**src/hw/rtl/ihexd_pkg.sv**
```systemverilog
// Types, codes and helpers shared by the Intel HEX record decoder
`default_nettype none

package ihexd_pkg;

	// Character codes
	localparam logic [7:0] CHAR_COLON = 8'h3A;
	localparam logic [7:0] CHAR_0     = 8'h30;
	localparam logic [7:0] CHAR_9     = 8'h39;
	localparam logic [7:0] CHAR_UA    = 8'h41;
	localparam logic [7:0] CHAR_UF    = 8'h46;
	localparam logic [7:0] CHAR_LA    = 8'h61;
	localparam logic [7:0] CHAR_LF    = 8'h66;

	// Result kinds
	localparam logic KIND_DATA = 1'b0;
	localparam logic KIND_END  = 1'b1;

	// Record types of interest
	localparam logic [2:0] REC_DATA       = 3'd0;
	localparam logic [2:0] REC_EXT_LINEAR = 3'd4;
	localparam logic [7:0] REC_TYPE_MAX   = 8'd7;

	typedef struct packed {
		logic       ok;
		logic [3:0] val;
	} hex_digit_t;

	typedef struct packed {
		logic        kind;
		logic [2:0]  rtype;
		logic [31:0] addr;
		logic [7:0]  idx;
		logic [7:0]  data;
		logic [7:0]  len;
		logic        csum_ok;
		logic        trunc;
	} result_t;

	// ASCII hex digit to nibble; ok is low for any other character
	function automatic hex_digit_t hex_decode(input logic [7:0] c);
		hex_digit_t d;
		logic [7:0] diff;
		d    = '0;
		diff = '0;
		if (c >= CHAR_0 && c <= CHAR_9) begin
			diff = c - CHAR_0;
			d.ok = 1'b1;
		end else if (c >= CHAR_UA && c <= CHAR_UF) begin
			diff = c - (CHAR_UA - 8'd10);
			d.ok = 1'b1;
		end else if (c >= CHAR_LA && c <= CHAR_LF) begin
			diff = c - (CHAR_LA - 8'd10);
			d.ok = 1'b1;
		end
		d.val = diff[3:0];
		return d;
	endfunction

endpackage

`default_nettype wire

```
**src/hw/rtl/ihexd_core.sv**
```systemverilog
// Record parser state and per-character decode logic
`default_nettype none

module ihexd_core import ihexd_pkg::*; (
	input  wire logic       clk,
	input  wire logic       arst_n,
	input  wire logic       step,
	input  wire logic [7:0] char_in,
	output logic            emit,
	output result_t         res
);

	typedef enum logic [3:0] {
		PH_WAIT     = 4'd0,
		PH_CNT_HI   = 4'd1,
		PH_CNT_LO   = 4'd2,
		PH_ADRH_HI  = 4'd3,
		PH_ADRH_LO  = 4'd4,
		PH_ADRL_HI  = 4'd5,
		PH_ADRL_LO  = 4'd6,
		PH_TYPE_HI  = 4'd7,
		PH_TYPE_LO  = 4'd8,
		PH_DATA_HI  = 4'd9,
		PH_DATA_LO  = 4'd10
	} phase_t;

	phase_t      phase_q, phase_n;
	logic [3:0]  hold_q, hold_n;
	logic [7:0]  dcnt_q, dcnt_n;
	logic [7:0]  rcnt_q, rcnt_n;
	logic [31:0] addr_q, addr_n;
	logic [2:0]  type_q, type_n;
	logic [7:0]  sum_q, sum_n;
	logic [15:0] ftb_q, ftb_n;

	hex_digit_t  dig;
	logic [7:0]  byte_val;
	logic [7:0]  sum_add;
	logic        has_end;

	assign dig      = hex_decode(char_in);
	assign byte_val = {hold_q, dig.val};
	assign sum_add  = sum_q + byte_val;
	// empty data records close without an end transaction
	assign has_end  = !(rcnt_q == 8'd0 && type_q == REC_DATA);

	// Next state and result
	always_comb begin
		phase_n = phase_q;
		hold_n  = hold_q;
		dcnt_n  = dcnt_q;
		rcnt_n  = rcnt_q;
		addr_n  = addr_q;
		type_n  = type_q;
		sum_n   = sum_q;
		ftb_n   = ftb_q;
		emit    = 1'b0;
		res     = '0;
		res.rtype = type_q;
		res.addr  = addr_q;
		res.len   = rcnt_q;
		res.kind  = KIND_END;

		if (char_in == CHAR_COLON) begin
			// close an open record as truncated, then start fresh
			if (phase_q != PH_WAIT && has_end) begin
				emit      = 1'b1;
				res.trunc = 1'b1;
				if (type_q == REC_EXT_LINEAR)
					addr_n[31:16] = ftb_q;
			end
			addr_n[15:0] = 16'h0000;
			phase_n = PH_CNT_HI;
			hold_n  = '0;
			dcnt_n  = '0;
			rcnt_n  = '0;
			type_n  = '0;
			sum_n   = '0;
			ftb_n   = '0;
		end else if (dig.ok) begin
			case (phase_q)
				PH_CNT_HI: begin
					hold_n  = dig.val;
					phase_n = PH_CNT_LO;
				end
				PH_CNT_LO: begin
					dcnt_n  = byte_val;
					sum_n   = sum_add;
					phase_n = PH_ADRH_HI;
				end
				PH_ADRH_HI: begin
					hold_n  = dig.val;
					phase_n = PH_ADRH_LO;
				end
				PH_ADRH_LO: begin
					addr_n  = {addr_q[31:16], byte_val, 8'h00};
					sum_n   = sum_add;
					phase_n = PH_ADRL_HI;
				end
				PH_ADRL_HI: begin
					hold_n  = dig.val;
					phase_n = PH_ADRL_LO;
				end
				PH_ADRL_LO: begin
					addr_n  = {addr_q[31:8], addr_q[7:0] | byte_val};
					sum_n   = sum_add;
					phase_n = PH_TYPE_HI;
				end
				PH_TYPE_HI: begin
					hold_n  = dig.val;
					phase_n = PH_TYPE_LO;
				end
				PH_TYPE_LO: begin
					// types above 7 drop the record
					if (byte_val > REC_TYPE_MAX) begin
						phase_n = PH_WAIT;
					end else begin
						type_n  = byte_val[2:0];
						sum_n   = sum_add;
						phase_n = PH_DATA_HI;
					end
				end
				PH_DATA_HI: begin
					hold_n  = dig.val;
					phase_n = PH_DATA_LO;
				end
				PH_DATA_LO: begin
					sum_n = sum_add;
					if (rcnt_q < dcnt_q) begin
						// data byte
						if (rcnt_q == 8'd0)
							ftb_n[15:8] = byte_val;
						else if (rcnt_q == 8'd1)
							ftb_n[7:0] = byte_val;
						rcnt_n   = rcnt_q + 8'd1;
						emit     = 1'b1;
						res.kind = KIND_DATA;
						res.idx  = rcnt_q;
						res.data = byte_val;
						res.len  = rcnt_q + 8'd1;
						phase_n  = PH_DATA_HI;
					end else begin
						// checksum byte closes the record
						if (has_end) begin
							emit        = 1'b1;
							res.csum_ok = (sum_add == 8'd0);
							if (type_q == REC_EXT_LINEAR)
								addr_n[31:16] = ftb_q;
						end
						phase_n = PH_WAIT;
					end
				end
				default: begin
				end
			endcase
		end
	end

	// Parser state
	always_ff @(posedge clk or negedge arst_n) begin
		if (!arst_n) begin
			phase_q <= PH_WAIT;
			hold_q  <= '0;
			dcnt_q  <= '0;
			rcnt_q  <= '0;
			addr_q  <= '0;
			type_q  <= '0;
			sum_q   <= '0;
			ftb_q   <= '0;
		end else if (step) begin
			phase_q <= phase_n;
			hold_q  <= hold_n;
			dcnt_q  <= dcnt_n;
			rcnt_q  <= rcnt_n;
			addr_q  <= addr_n;
			type_q  <= type_n;
			sum_q   <= sum_n;
			ftb_q   <= ftb_n;
		end
	end

endmodule

`default_nettype wire

```
**src/hw/rtl/intel_hex_record_decoder_unit.sv**
```systemverilog
// Intel HEX record decoder: one character in, at most one result out
//
// Input channel (in_valid/in_ready, char_in) takes one ASCII character per
// transaction. Output channel (out_valid/out_ready) delivers a decoded data
// byte (result_kind 0) or an end-of-record summary (result_kind 1).
// Characters that yield no result are consumed silently.
// A result passes through the input register, where its character is captured, and
// the output register, into which it is decoded.
// Throughput: one character per cycle while no result waits on a stalled receiver, set by
// the single decode step between the input register and the output register; the parser
// state updates in the same cycle as the output register.
// Reset (arst_n low) clears the parser to waiting-for-colon, drops both
// registers and clears the upper address.
// While the receiver stalls, a held result keeps its value; characters that
// produce no result keep flowing, and the first one that does produce a
// result waits in the input register, which then deasserts in_ready.
`default_nettype none

module intel_hex_record_decoder_unit import ihexd_pkg::*; (
	input  wire logic        clk,
	input  wire logic        arst_n,
	input  wire logic        in_valid,
	output logic             in_ready,
	input  wire logic [7:0]  char_in,
	output logic             out_valid,
	input  wire logic        out_ready,
	output logic             result_kind,
	output logic [2:0]       record_type,
	output logic [31:0]      record_address,
	output logic [7:0]       byte_index,
	output logic [7:0]       data_value,
	output logic [7:0]       record_length,
	output logic             checksum_ok,
	output logic             truncated
);

	logic       valid_s1;
	logic [7:0] char_s1;
	logic       out_valid_s2;
	result_t    res_s2;

	logic       emit;
	result_t    res;
	logic       adv_s1;

	// Stage 1 moves when it has no result or the output slot frees up
	assign adv_s1   = valid_s1 && (!emit || !out_valid_s2 || out_ready);
	assign in_ready = !valid_s1 || adv_s1;

	ihexd_core u_core (
		.clk     (clk),
		.arst_n  (arst_n),
		.step    (adv_s1),
		.char_in (char_s1),
		.emit    (emit),
		.res     (res)
	);

	// Input register
	always_ff @(posedge clk or negedge arst_n) begin
		if (!arst_n) begin
			valid_s1 <= 1'b0;
		end else if (in_valid && in_ready) begin
			valid_s1 <= 1'b1;
		end else if (adv_s1) begin
			valid_s1 <= 1'b0;
		end
	end

	always_ff @(posedge clk) begin
		if (in_valid && in_ready)
			char_s1 <= char_in;
	end

	// Output register
	always_ff @(posedge clk or negedge arst_n) begin
		if (!arst_n) begin
			out_valid_s2 <= 1'b0;
		end else if (adv_s1 && emit) begin
			out_valid_s2 <= 1'b1;
		end else if (out_ready) begin
			out_valid_s2 <= 1'b0;
		end
	end

	always_ff @(posedge clk) begin
		if (adv_s1 && emit)
			res_s2 <= res;
	end

	assign out_valid      = out_valid_s2;
	assign result_kind    = res_s2.kind;
	assign record_type    = res_s2.rtype;
	assign record_address = res_s2.addr;
	assign byte_index     = res_s2.idx;
	assign data_value     = res_s2.data;
	assign record_length  = res_s2.len;
	assign checksum_ok    = res_s2.csum_ok;
	assign truncated      = res_s2.trunc;

endmodule

`default_nettype wire

```
**config.mk**
```make
export PLATFORM = sky130hd
export DESIGN_NAME = intel_hex_record_decoder_unit
export DESIGN_NICKNAME = d
export VERILOG_FILES = /design/src/hw/rtl/ihexd_pkg.sv /design/src/hw/rtl/ihexd_core.sv /design/src/hw/rtl/intel_hex_record_decoder_unit.sv
export SDC_FILE = /design/constraint.sdc
export NUM_CORES = 1
export LEC_CHECK = 0
export BUFFER_PORTS_ARGS = -buffer_cell sky130_fd_sc_hd__buf_2
export CAP_MARGIN = 20
export CORE_MARGIN = 4
export CORE_UTILIZATION = 50
export DETAILED_ROUTE_END_ITERATION = 7
export GPL_ROUTABILITY_DRIVEN = 0
export GPL_TIMING_DRIVEN = 0
export PLACE_DENSITY = 0.72
export SLEW_MARGIN = 20
export SYNTH_ARGS = -nofsm -noshare
export SYNTH_HDL_FRONTEND = slang
export SYNTH_SLANG_ARGS = --single-unit
export TNS_END_PERCENT = 20
```
**constraint.sdc**
```tcl
create_clock -name clk -period 6.8 [get_ports clk]
set_clock_uncertainty 0.05 [all_clocks]
set_input_delay 1.02 -clock clk [delete_from_list [all_inputs] [get_ports clk]]
set_output_delay 1.02 -clock clk [all_outputs]
set_load 0.02 [all_outputs]
```
==> results of run 1 <==
cells by family after synthesis:
| kind of cell | count (synthesis) |
|---|---|
| buffers and inverters | 60 |
| adder cells (fa/ha/maj) | 22 |
| flip-flops | 155 |
| AND/OR/NAND/NOR | 164 |
| multiplexers | 49 |
| AO/OA/AOI/OAI | 87 |
| XOR/XNOR | 14 |
critical path, cell delays in order (launching register included):
cell and delay (ps):
edfxtp_1 440, nor4b_1 710, and3_1 320, nand2_1 70, o21ai_1 810, ha_1 420, nor2b_1 140, o21ai_0 220
a21oi_1 120, o21ai_0 250, nand3_1 160, nor2b_1 170, nor4_1 310
synthesized netlist by cell type, drive strengths merged, types with 5 or more instances:
cell    count  area, sq um
mux2       35        431.7
dfrtp      85         2127
nor2b       7        43.79
nor2       45        168.9
ha         21        262.8
nand3      13        65.06
nor3        5        25.02
edfxtp     70         2102
nand2      33        123.9
mux2i      14        140.1
xnor2      11        96.34
nand2b     10        62.56
a21oi      19        98.85
or3         6        43.79
o21ai      24        120.1
clkbuf     18        67.56
and2       14        87.58
and3        6        37.54
inv        38        142.6
report_power, final:
part / switching (W) / leakage (nW) / internal (W)
combinational: 0.000163 / 1.74 / 0.000113
sequential: 0.0000407 / 1.86 / 0.00104
clock: 0.000380 / 0.286 / 0.000535
total: 0.000584 / 3.89 / 0.00169
state kept, by name, indices dropped and copies added, names as in the netlist, 8 cells and up:
name            count
record_address     32
u_core.sum_q        8
char_s1             8
u_core.dcnt_q       8
u_core.rcnt_q       8
u_core.addr_q      32
data_value          8
u_core.ftb_q       16
record_length       8
byte_index          8
stage by stage:
stage,hold WS [ps],cell area (sq um)
after floorplan,369.4,6932
after global placement,381.7,7527
after detailed placement,385.5,7614
after CTS,400.3,8190
after global routing,414.1,8190
final,395.5,8190
metal layers:
layer  routed length, um  up-vias  track usage (%)
li1                    -     2166                -
met1                6149     2265            24.21
met2                7197      130            31.21
met3                 726       31            5.504
met4                 348        0            8.355
met5                   0        -                0
final timing paths:
path                                          startpoint                           end  depth (start not counted)
max in group asynchronous                         arst_n  u_core.rcnt_q[4]$_DFFE_PN0P_                          2
max reg2reg                         char_s1[3]$_DFFE_PP_     checksum_ok$_SDFFCE_PP0P_                         12
max                                 char_s1[3]$_DFFE_PP_     checksum_ok$_SDFFCE_PP0P_                         12
min in group asynchronous                         arst_n  u_core.addr_q[7]$_DFFE_PN0P_                          1
min                        u_core.addr_q[21]$_DFFE_PN0P_  record_address[21]$_DFFE_PP_                          0
min reg2reg                u_core.addr_q[21]$_DFFE_PN0P_  record_address[21]$_DFFE_PP_                          0
final cells by class:
| cell class | count | area (sq um) | area share (%) |
|---|---|---|---|
| Timing Repair Buffer | 81 | 454.2 | 5.545 |
| Sequential cell | 155 | 4229 | 51.63 |
| Clock inverter | 13 | 112.6 | 1.375 |
| Clock buffer | 19 | 464.2 | 5.668 |
| Multi-Input combinational cell | 336 | 2446 | 29.87 |
| Tap cell | 176 | 220.2 | 2.689 |
| Inverter | 38 | 142.6 | 1.742 |
| Buffer | 22 | 121.4 | 1.482 |
==> flow_metrics.tcl, run 1 <==
set metrics [dict create \
    num_rows 42 \
    die-area_sq_um 15800 \
    finalCriticalPeriod_ps 4400 \
    arrival_ps 4570 \
    cp_max_fo 8 \
    antenna_found_initial 0 \
    grt_setup_unrepaired "false" \
    cts-resized-gates 0 \
    yosysUniqueCellTypes 65 \
    fp.coreArea_sq_um 13400 \
    post-route-drc-count 0 \
    p_per_area_nw_per_um2 277.4 \
    io_buffer_count 75 \
    fin_util_pct 61.12 \
    synthArstFlopShare_pct 54.84 \
    grt_pass1_vias 4647 \
    cts_tree "done" \
    grt_pass1_wl_um 23900 \
    nNetsFinal 685 \
    syn_area_per_cell_sq_um 12.57 \
    path_clk_slew_ps 60 \
    tns_ps 0 \
    cts_hold_buf 0 \
    drv_cap 0 \
    postRouteAntennaNets 0 \
    track_usage_pct 19.23 \
    viasPerCell 5.467 \
    reg2reg_slack_ps 2400 \
    ys_ff_latch 155 \
    min_period_over_period_pct 64.70 \
    worst_slew_pin_slew_ps 1060 \
    mostFrequentLayoutCell "dfrtp_1" \
    cts_sinks 155 \
    yosysWarnings 0 \
    dr.pass1.iters 5 \
    synth-xor-area-share_pct 1.770 \
    grt_max_degree 46 \
    setup_viol 0 \
    cts_root_buf "clkbuf_16" \
    slew_headroom_pct 28.84 \
    hold_viol_final 0 \
    cellLeakagePower_nw 3.888 \
    crit_required_ps 6970 \
    cts_buffers 17 \
    ir_worst_vdd_v 0.0001608 \
    synth_flop_cell "dfrtp_1" \
    synth_nets 585 \
    synth_edf_count 70 \
    synth-adder-area-share_pct 4.082 \
    synth_compound_area_share_pct 8.436 \
    clockBufferDepth 2 \
    synth_cells 551 \
    yosys.area_share.simple_pct 12.59 \
    pin_count 76 \
    syn_to_final_growth_pct 18.24 \
    dp_cells 808 \
    antenna_cells 0 \
    grt_overflow 0 \
    syn-cell-area_sq_um 6927 \
    hp-class "reg2reg" \
    fin_cells 840 \
    post-cts-setup-buffers 0 \
    start_kind "register" \
    die_y_um 125.7 \
    synth_seq_area_share_pct 61.05 \
    dp_hpwl_um 10120 \
    drive_gt1_share_pct 25.15 \
    synth_top_family_by_area "simple AND/OR/NAND/NOR gates" \
    fillers 1042 \
    status "finished clean" \
    drt_iter0_markers 305 \
    p_total_w 0.002272 \
    crit_type "reg2reg" \
    htree_levels 4 \
    cp-end-kind "register" \
    die_x_um 125.7 \
    fmax_ghz 0.2273 \
    slew_viol_final 0 \
    pre_cts_slack_ps 2639 \
    routed_wl_um 14420 \
    worstSkewPairLatency_ps 430 \
    wl_per_cell_um 17.17 \
    synth.area.mux_share_pct 8.255 \
    via_count 4592 \
    start_util_pct 51.69 \
    setup_ws_ps 2400 \
    final_cell_mix "dfrtp_1, buf_2, edfxtp_1" \
]
Power figures use the tool's default switching activity.
==> inputs of run 2 (changes only) <==
==> constraint.sdc (replaced) <==
create_clock -name clk -period 3.9 [get_ports clk]
set_clock_uncertainty 0.05 [all_clocks]
set_input_delay 0.585 -clock clk [delete_from_list [all_inputs] [get_ports clk]]
set_output_delay 0.585 -clock clk [all_outputs]
set_load 0.02 [all_outputs]
==> run 2 against run 1 <==
Against the previous run: critical endpoint is now u_core.sum_q[1]$_DFFE_PN0P_; critical path type unchanged; largest cell class unchanged; flip-flop and latch count unchanged; fmax increased by 18%; sequential power increased by 74%; register-to-register slack got worse by 2200 ps; global-route usage decreased by 0.46 points; combinational power increased by 75%; largest power group unchanged; core utilization increased by 0.093 points; cell count decreased by 0.12%.
==> flow_metrics.tcl, run 2 (same netlist as run 1, synthesis figures left out) <==
set metrics [dict create \
    viasPerCell 5.461 \
    ir_worst_vdd_v 0.0003053 \
    drive_gt1_share_pct 25.79 \
    antenna_cells 0 \
    grt_overflow 0 \
    post-cts-setup-buffers 0 \
    cp-end-kind "register" \
    fmax_ghz 0.2687 \
    grt_max_degree 50 \
    cp_max_fo 8 \
    power_frac_seq_pct 48.9 \
    tns_ps 0 \
    p_switching_w 0.001004 \
    fp.coreArea_sq_um 13400 \
    htree_levels 4 \
    p_per_area_nw_per_um2 469.5 \
    io_buffer_count 75 \
    worstSkewPairLatency_ps 430 \
    num_rows 42 \
    cellLeakagePower_nw 3.872 \
    fillers 1048 \
    crit_required_ps 4160 \
    worst_slew_pin_slew_ps 987.9 \
    mostFrequentLayoutCell "dfrtp_1" \
    drv_cap 0 \
    clockBufferDepth 2 \
    antenna_found_initial 0 \
    die_y_um 125.7 \
    die-area_sq_um 15800 \
    dp_hpwl_um 9915 \
    path_clk_slew_ps 60 \
    fin_area_sq_um 8203 \
    cts_tree "done" \
    min_period_over_period_pct 95.43 \
    setup_viol 0 \
    post-route-drc-count 0 \
    syn_to_final_growth_pct 18.42 \
    cts_root_buf "clkbuf_16" \
    grt_pass1_wl_um 23520 \
    pre_cts_slack_ps -317.3 \
    p_sw_share_pct 26.06 \
    dr.pass1.iters 5 \
    p_int_w 0.002847 \
    arrival_ps 3980 \
    hold_viol_final 0 \
    final_cell_mix "dfrtp_1, buf_2, edfxtp_1" \
    pin_count 76 \
    postPlaceCellArea_sq_um 7615 \
    finalCriticalPeriod_ps 3722 \
    postRouteAntennaNets 0 \
    slew_headroom_pct 33.63 \
    wl_per_cell_um 16.84 \
    cts_buffers 17 \
    start_kind "register" \
    cts_sinks 155 \
    nNetsFinal 684 \
    holdWs_ps 73.79 \
    slew_viol_final 0 \
    routed_wl_um 14130 \
    status "finished clean" \
    grt_setup_unrepaired "true" \
    hp-class "in2async" \
    clock_power_share_pct 38.5 \
    track_usage_pct 18.77 \
    grt_pass1_vias 4565 \
    setup_ws_ps 178.0 \
    die_x_um 125.7 \
    crit_type "reg2reg" \
    combPwrFrac_pct 12.5 \
    start_util_pct 51.69 \
    via_count 4582 \
    drt_iter0_markers 371 \
]
==> run 2: layout make-up <==
type	instances	area [sq um]	share of cell area (%)
repair buffers	80	454.2	5.537
plain buffers	22	121.4	1.480
flip-flops and latches	155	4229	51.56
multi-input cells	336	2499	30.46
inverters	38	142.6	1.739
clock buffers	19	442.9	5.400
clock inverters	13	93.84	1.144
well taps	176	220.2	2.685
==> run 2: worst paths after layout <==
path                                               start                            end  slack (ps)  cells past startpoint
max                                 char_s1[0]$_DFFE_PP_    u_core.sum_q[1]$_DFFE_PN0P_         180                     10
min                                               arst_n  u_core.addr_q[10]$_DFFE_PN0P_          70                      1
max reg2reg                         char_s1[0]$_DFFE_PP_    u_core.sum_q[1]$_DFFE_PN0P_         180                     10
min reg2reg                u_core.addr_q[18]$_DFFE_PN0P_   record_address[18]$_DFFE_PP_         400                      0
max in group asynchronous                         arst_n  u_core.addr_q[16]$_DFFE_PN0P_        3110                      2
min in group clk                              char_in[6]           char_s1[6]$_DFFE_PP_         290                      1
==> run 2: timing repair <==
item	CTS	global route
cloned	0	0
hold buffers	0	0
resized for setup	4	10
setup endpoints to repair	3	14
==> run 2: per-stage QoR <==
| step | total power (W) | std cells | utilization [%] |
|---|---|---|---|
| floorplan | 0.002247 | 551 | - |
| global route | 0.004038 | 839 | 61.21 |
| detailed placement | 0.002380 | 807 | 56.83 |
| finish | 0.003851 | 839 | 61.21 |
| CTS | 0.003866 | 839 | 60.93 |
| global placement | 0.002351 | 802 | 56.24 |
==> run 2: power groups by stage <==
stage | combinational, W | clock [W] | sequential, W
after CTS | 0.000471 | 0.00151 | 0.00188
after detailed placement | 0.000467 | 0 | 0.00191
after global routing | 0.000550 | 0.00159 | 0.00190
final | 0.000483 | 0.00148 | 0.00188
after global placement | 0.000442 | 0 | 0.00191
after floorplan | 0.000359 | 0 | 0.00189
==> run 2: layer usage <==
metal / share of wire (%) / vias up / GRT usage, %
li1: - / 2169 / -
met3: 5.3 / 28 / 5.377
met5: 0 / - / 0
met4: 2.1 / 0 / 6.505
met2: 49 / 140 / 30.30
met1: 44 / 2245 / 24.48
==> run 2: worst max-delay path, cell delays in order, from the launching register on <==
cell	delay, ps
edfxtp_1	460
inv_1	160
ha_1	230
or3b_2	490
a32oi_1	310
nor2_1	180
nor4b_2	380
nor3_1	80
or4b_2	600
clkbuf_1	300
mux2_2	350
